[config.mk]
export PLATFORM = sky130hd
export DESIGN_NAME = rsi_mul
export DESIGN_NICKNAME = d
export VERILOG_FILES = /design/src/design/rsi_pkg.sv /design/src/design/rsi_mul.sv
export SDC_FILE = /design/constraint.sdc
export NUM_CORES = 2
export LEC_CHECK = 0
export BUFFER_PORTS_ARGS = -buffer_cell sky130_fd_sc_hd__buf_4
export CELL_PAD_IN_SITES_DETAIL_PLACEMENT = 1
export CELL_PAD_IN_SITES_GLOBAL_PLACEMENT = 1
export CORE_AREA = 2 2 261 366
export DETAILED_ROUTE_END_ITERATION = 10
export DIE_AREA = 0 0 263 368
export HOLD_SLACK_MARGIN = 0.15
export PLACE_DENSITY_LB_ADDON = 0.08
export SYNTH_ARGS = -nofsm -noshare
export SYNTH_HDL_FRONTEND = slang
export SYNTH_SLANG_ARGS = --single-unit
[constraint.sdc]
create_clock -name clk -period 11.1 [get_ports clk]
set_clock_uncertainty 0.1 [all_clocks]
set_input_delay 0.555 -clock clk [delete_from_list [all_inputs] [get_ports clk]]
set_output_delay 0.555 -clock clk [all_outputs]
set_load 0.02 [all_outputs]
[src/design/rsi_pkg.sv]
// Shared payload types and fixed widths for the ray/sphere intersection pipeline.
package rsi_pkg;

	// One ray/sphere pair per transfer, all Q16.16; the radius field is unsigned.
	typedef struct packed {
		logic signed [31:0] ray_origin_x;
		logic signed [31:0] ray_origin_y;
		logic signed [31:0] ray_origin_z;
		logic signed [31:0] ray_dir_x;
		logic signed [31:0] ray_dir_y;
		logic signed [31:0] ray_dir_z;
		logic signed [31:0] center_x;
		logic signed [31:0] center_y;
		logic signed [31:0] center_z;
		logic        [30:0] radius;
	} rsi_in_t;

	// One result per transfer.
	typedef struct packed {
		logic        hit;
		logic [30:0] hit_distance;
	} rsi_out_t;

	// Multiplier slice width (one partial product per pipeline stage).
	localparam int SliceW = 17;

	// Internal widths, all two's complement unless noted.
	localparam int OcW   = 33;              // origin minus center
	localparam int AW    = 66;              // a = d.d
	localparam int HW    = 67;              // h = oc.d
	localparam int CW    = 68;              // c = oc.oc - r*r
	localparam int DW    = 135;             // discriminant h*h - a*c
	localparam int RootW = 66;              // floor(sqrt(discriminant)), unsigned
	localparam int NW    = 69;              // -h -/+ root
	localparam int XW    = 84;              // numerator scaled by 2^16, unsigned
	localparam int QW    = 31;              // quotient bits
	localparam int DvW   = AW + QW;         // divisor trial width
	localparam int FracBits = 16;

	localparam logic [15:0] MinDistReset = 16'd66;

endpackage

[src/design/rsi_mul.sv]
// Pipelined signed multiplier: sign-magnitude, one operand slice per stage.
module rsi_mul import rsi_pkg::*; #(
	parameter int WA  = 33,
	parameter int WB  = 32,
	parameter int NSL = 2
) (
	input  logic                    clk,
	input  logic                    en,
	input  logic signed [WA-1:0]    a,
	input  logic signed [WB-1:0]    b,
	output logic signed [WA+WB-1:0] p
);

	localparam int NBW = NSL * SliceW;
	localparam int PW  = WA + NBW;

	logic [WA-1:0]    a_abs;
	logic [WB-1:0]    b_abs;
	logic [WA-1:0]    ma_q  [0:NSL];
	logic [NBW-1:0]   mb_q  [0:NSL];
	logic             sg_q  [0:NSL];
	logic [PW-1:0]    acc_q [0:NSL];
	logic [WA+WB-1:0] mag;

	// Operand magnitudes; the most negative value maps to its unsigned magnitude.
	assign a_abs = a[WA-1] ? WA'(-a) : WA'(a);
	assign b_abs = b[WB-1] ? WB'(-b) : WB'(b);

	// Input register.
	always_ff @(posedge clk) begin
		if (en) begin
			ma_q[0]  <= a_abs;
			mb_q[0]  <= NBW'(b_abs);
			sg_q[0]  <= a[WA-1] ^ b[WB-1];
			acc_q[0] <= '0;
		end
	end

	// One partial product added per stage.
	for (genvar k = 0; k < NSL; k++) begin : g_stage
		logic [WA+SliceW-1:0] pp;

		assign pp = ma_q[k] * mb_q[k][k*SliceW +: SliceW];

		always_ff @(posedge clk) begin
			if (en) begin
				ma_q[k+1]  <= ma_q[k];
				mb_q[k+1]  <= mb_q[k];
				sg_q[k+1]  <= sg_q[k];
				acc_q[k+1] <= acc_q[k] + (PW'(pp) << (k * SliceW));
			end
		end
	end

	// Restore the sign.
	assign mag = acc_q[NSL][WA+WB-1:0];

	always_ff @(posedge clk) begin
		if (en) begin
			p <= sg_q[NSL] ? -mag : mag;
		end
	end

endmodule

== Word level (Yosys, flattened, before mapping) ==
Memory sizes are Yosys's and may differ from the RTL's.
Cells that the tools add are included.

* Memories kept: 4
* Flip-flop bits (word level): 65
* RAM bits: 405
* Input port bits: 67

{| class="wikitable"
|+ Memories
! name !! depth !! width !! read ports !! clocked after Yosys merged registers in !! wr ports !! line !! text
|-
| acc_q || 3 || 67 || 3 || 0 || 3 || rsi_mul.sv:22 || <nowiki>logic [PW-1:0] acc_q [0:NSL];</nowiki>
|-
| mb_q || 3 || 34 || 2 || 0 || 3 || rsi_mul.sv:20 || <nowiki>logic [NBW-1:0] mb_q [0:NSL];</nowiki>
|-
| ma_q || 3 || 33 || 2 || 0 || 3 || rsi_mul.sv:19 || <nowiki>logic [WA-1:0] ma_q [0:NSL];</nowiki>
|-
| sg_q || 3 || 1 || 3 || 0 || 3 || rsi_mul.sv:21 || <nowiki>logic sg_q [0:NSL];</nowiki>
|}

* Mux-type cells: 5
* $mul: 2
* $add $sub $neg: 5
* Bitwise gates (word level): 1

{| class="wikitable"
|+ Operators by type and width
! cell !! count
|-
| $mul 33x17->50 || 2
|-
| $add 67x50->67 || 1
|-
| $add 67x67->67 || 1
|-
| $mux 65 || 1
|-
| $neg 65->65 || 1
|-
| $mux 33 || 1
|-
| $neg 33->33 || 1
|-
| $mux 32 || 1
|-
| $neg 32->32 || 1
|-
| $mux 1 || 2
|-
| $xor 1x1->1 || 1
|}

== Logic depth before layout (Yosys ltp) ==
* Depth after elaboration: 2
* Mapped depth: 35
* Gate-level depth less buffers: 33

== Worst setup path before layout ==
Ideal clock, no wire load.

* Path type: reg2reg
* From: memory ma_q[1][7], in the netlist ma_q[0][40]
* To: memory acc_q[0][198] (netlist name), data pin
* Period minus slack after synthesis: 8.137 ns
* Path buffers: 2
* Arrival: 7.770 ns
* Slack: 2.963 ns
* Cell stages (with the launch flop): 34
* Path through: edfxtp_1 -> clkbuf_1 -> nand2_1 -> fa_1 -> inv_1 -> fa_1 -> inv_1 -> fa_1 -> inv_1 -> fa_1 -> fa_1 -> inv_1 -> fa_1 -> inv_1 -> ha_1 -> clkbuf_1 -> a21o_1 -> o21bai_1 -> a221o_1 -> a21oi_1 -> nor2_1 -> nor2_1 -> o21ai_0 -> xor2_1 -> ha_1 -> and4_1 -> nand3_1 -> o31ai_1 -> o221a_2 -> a21oi_1 -> nand3b_1 -> nand3b_1 -> nor3b_1 -> xnor3_1

{| class="wikitable"
|+ RTL lines
! element !! line
|-
| start, declared || rsi_mul.sv:19
|-
| end, declared || rsi_mul.sv:22
|}

==> flow_summary.yaml <==
run_status:
  outcome: "finished, final reports clean"
yosys:
  synth.avg_cell_area_um2: 9.54
  synth_edf_count: 299
  synth_warnings: 0
  ys_ff_latch: 299
  yosysTopAreaCell: "fa_1"
  syn_area_um2: 47300
  ys_top_cells_by_area: "fa_1 37%, edfxtp_1 19%, inv_1 8.4%"
  synthArstFlopShare_pct: 0
  ys.flop_type: "edfxtp_1"
  postSynthCellCount: 4963
  ys_seq_area_share_pct: 19.0
  syn_nets: 6211
  synth_top_area_share_pct: 36.8
  synth_cell_types: 78
setup_path:
  cp_slowest_stage_delay_ns: 1.20
  crit_arrival_ns: 9.76
  slowest_stage: "edfxtp_1"
  cp.required_ns: 11.32
  crit_path_frequent_cell: "fa_1"
  startpoint_type: "register"
  crit_path_end_kind: "register"
  path_class: "register to register"
  cp_max_fo: 33
worst_hold_path:
  worstHoldPathType: "input pin to register"
global_route:
  first_global_vias: 39800
  antenna_found_initial: 4
  globalRouteTotalUtil_pct: 30.1
  grt_max_degree: 143
  grt_remaining_overflow: 0
  grt_pass1_wl_um: 222000
timing:
  slew_headroom_pct: 14.7
  period_share_pct: 85.9
  hold_viol_final: 0
  fin_crit_ns: 9.53
  fmax_mhz: 105
  rsz0062_at_grt: "false"
  final_max_slew_viol_count: 0
  worst_pin_slew_ns: 1.28
  fin_tns_setup_ns: 0
  finalSetupViolations: 0
floorplanning:
  core_area_um2: 93500
  num_rows: 133
  die_x_um: 263
  start_util_pct: 50.6
  die_area_um2: 96800
  ios: 132
  die_y_um: 368
routing:
  via_per_inst: 5.56
  ant_nets: 0
  num_vias: 34500
  routed_wl_um: 142000
  drt_iter0_drc: 1550
  drtPass1Iterations: 5
  drc_errors: 0
  wl_per_cell_um: 22.8
clocking:
  htreeDepth: 2
  clk_latency_ns: 0.57
  cts_setup_buffers: 0
  clockRootBuffer: "clkbuf_16"
  clock_path_buffers: 3
  clk_pin_slew_worst_paths_ns: 0.06
  cts_buffers: 35
  cts.sinks: 299
  cts_tree: "yes"
cells_and_area:
  areaGrowthSynthToFinish_pct: 7.05
  nets: 6219
  drive_gt1_share_pct: 5.37
  final_cell_area_um2: 50700
placement:
  port_buffers: 131
  place_area_um2: 49400
  gp_congestion: 0.906
  dp_hpwl_um: 115000
job:
  max-cap-violations: 0
logic make-up (layout without fill, tap and decap cells):
logic type | Yosys count | in the layout | synth area share (%)
flops | 299 | 299 | 19.0
fa+ha+maj | 1181 | 1181 | 45.0
compound gates | 470 | 470 | 6.59
buf+inv | 1281 | 1312 | 10.2
other cells | 0 | 2 | 0
xor+xnor | 248 | 248 | 4.62
mux | 3 | 3 | 0.0635
simple gates | 1481 | 1481 | 14.6
critical path: cells and delay by family (launching register included):
family	cells	cell delay, ns
DFF	1	1.20
AOI/OAI and AO/OA	8	2.02
adders and majority gates	8	3.69
xor gates and xnor gates	2	0.42
and+or+nand+nor	8	1.58
buffers and inverters	4	0.26
state kept, by name, indices dropped and copies added, names as in the netlist:
| register | count |
|---|---|
| p | 65 |
| sg_q | 3 |
| ma_q | 66 |
| mb_q | 47 |
| acc_q | 118 |
cell usage after synthesis, types with 39 or more instances:
cell and number:
xor2_1 61, fa_1 869, o31ai_1 46, edfxtp_1 299
clkbuf_1 216, ha_1 312, nand2_1 883, inv_1 1063
a21oi_1 123, and2_1 303, nor2_1 79, o21ai_0 88
xnor2_1 186, nand3_1 39, a21o_1 63
worst paths after layout:
check	from	endpoint	slack, ns	cells past startpoint
setup / recovery	mb_q[0][58]	acc_q[0][198]	1.57	30
hold / removal	b[6]	mb_q[0][6]	0.18	2
setup reg to reg	mb_q[0][58]	acc_q[0][198]	1.57	30
hold reg to reg	acc_q[0][70]	acc_q[0][137]	0.31	0
layout by cell type (no fill, tap or decap), drive strengths merged, types with 21 or more instances in the layout:
cell / Yosys / routed
xnor2: 186 / 186
o31ai: 48 / 48
nand2b: 21 / 21
xor2: 61 / 61
a21o: 63 / 63
o21a: 21 / 21
ha: 312 / 312
inv: 1064 / 1067
clkbuf: 216 / 41
fa: 869 / 869
nor3: 22 / 22
o21ai: 90 / 90
and2: 303 / 303
nand2: 884 / 884
buf: 1 / 186
edfxtp: 299 / 299
nand3: 39 / 39
nor2: 79 / 79
a21oi: 123 / 123
area by class of cell:
type | count | area [µm²]
clock buffer | 41 | 898
multi-input combinational | 3383 | 33500
inverter | 1064 | 3990
timing repair buffer | 188 | 1440
clock inverter | 19 | 293
antenna | 2 | 5.00
fill | 10600 | 42900
tap | 1215 | 1520
sequential | 299 | 8980
routing by layer:
| layer | vias to the layer above | global-route usage (%) | share of wire (%) |
|---|---|---|---|
| li1 | 15200 | - | - |
| met1 | 18200 | 32.1 | 35 |
| met2 | 790 | 58.1 | 55 |
| met3 | 372 | 2.37 | 3.1 |
| met4 | 2 | 16.9 | 6.4 |
| met5 | - | 0 | 0.0092 |
what timing repair did:
action / in CTS / in global routing
endpoints found under the hold margin: 2 / 0
resized for setup: 0 / 0
hold buffers: 2 / 0
through the flow:
step,cells,util (%),hold WS [ns],setup WS [ns]
final,6211,54.2,0.181,1.57
after global routing,6210,54.2,0.184,0.987
after CTS,6209,54.2,0.150,1.61
after detailed placement,6147,52.9,0.305,1.58
after global placement,6147,52.9,0.301,1.77
after floorplan,4963,-,0.300,2.96
Power is left out: the tool's default activity adds up to more than one toggle a clock period on the data nets, which glitch-free logic cannot reach.
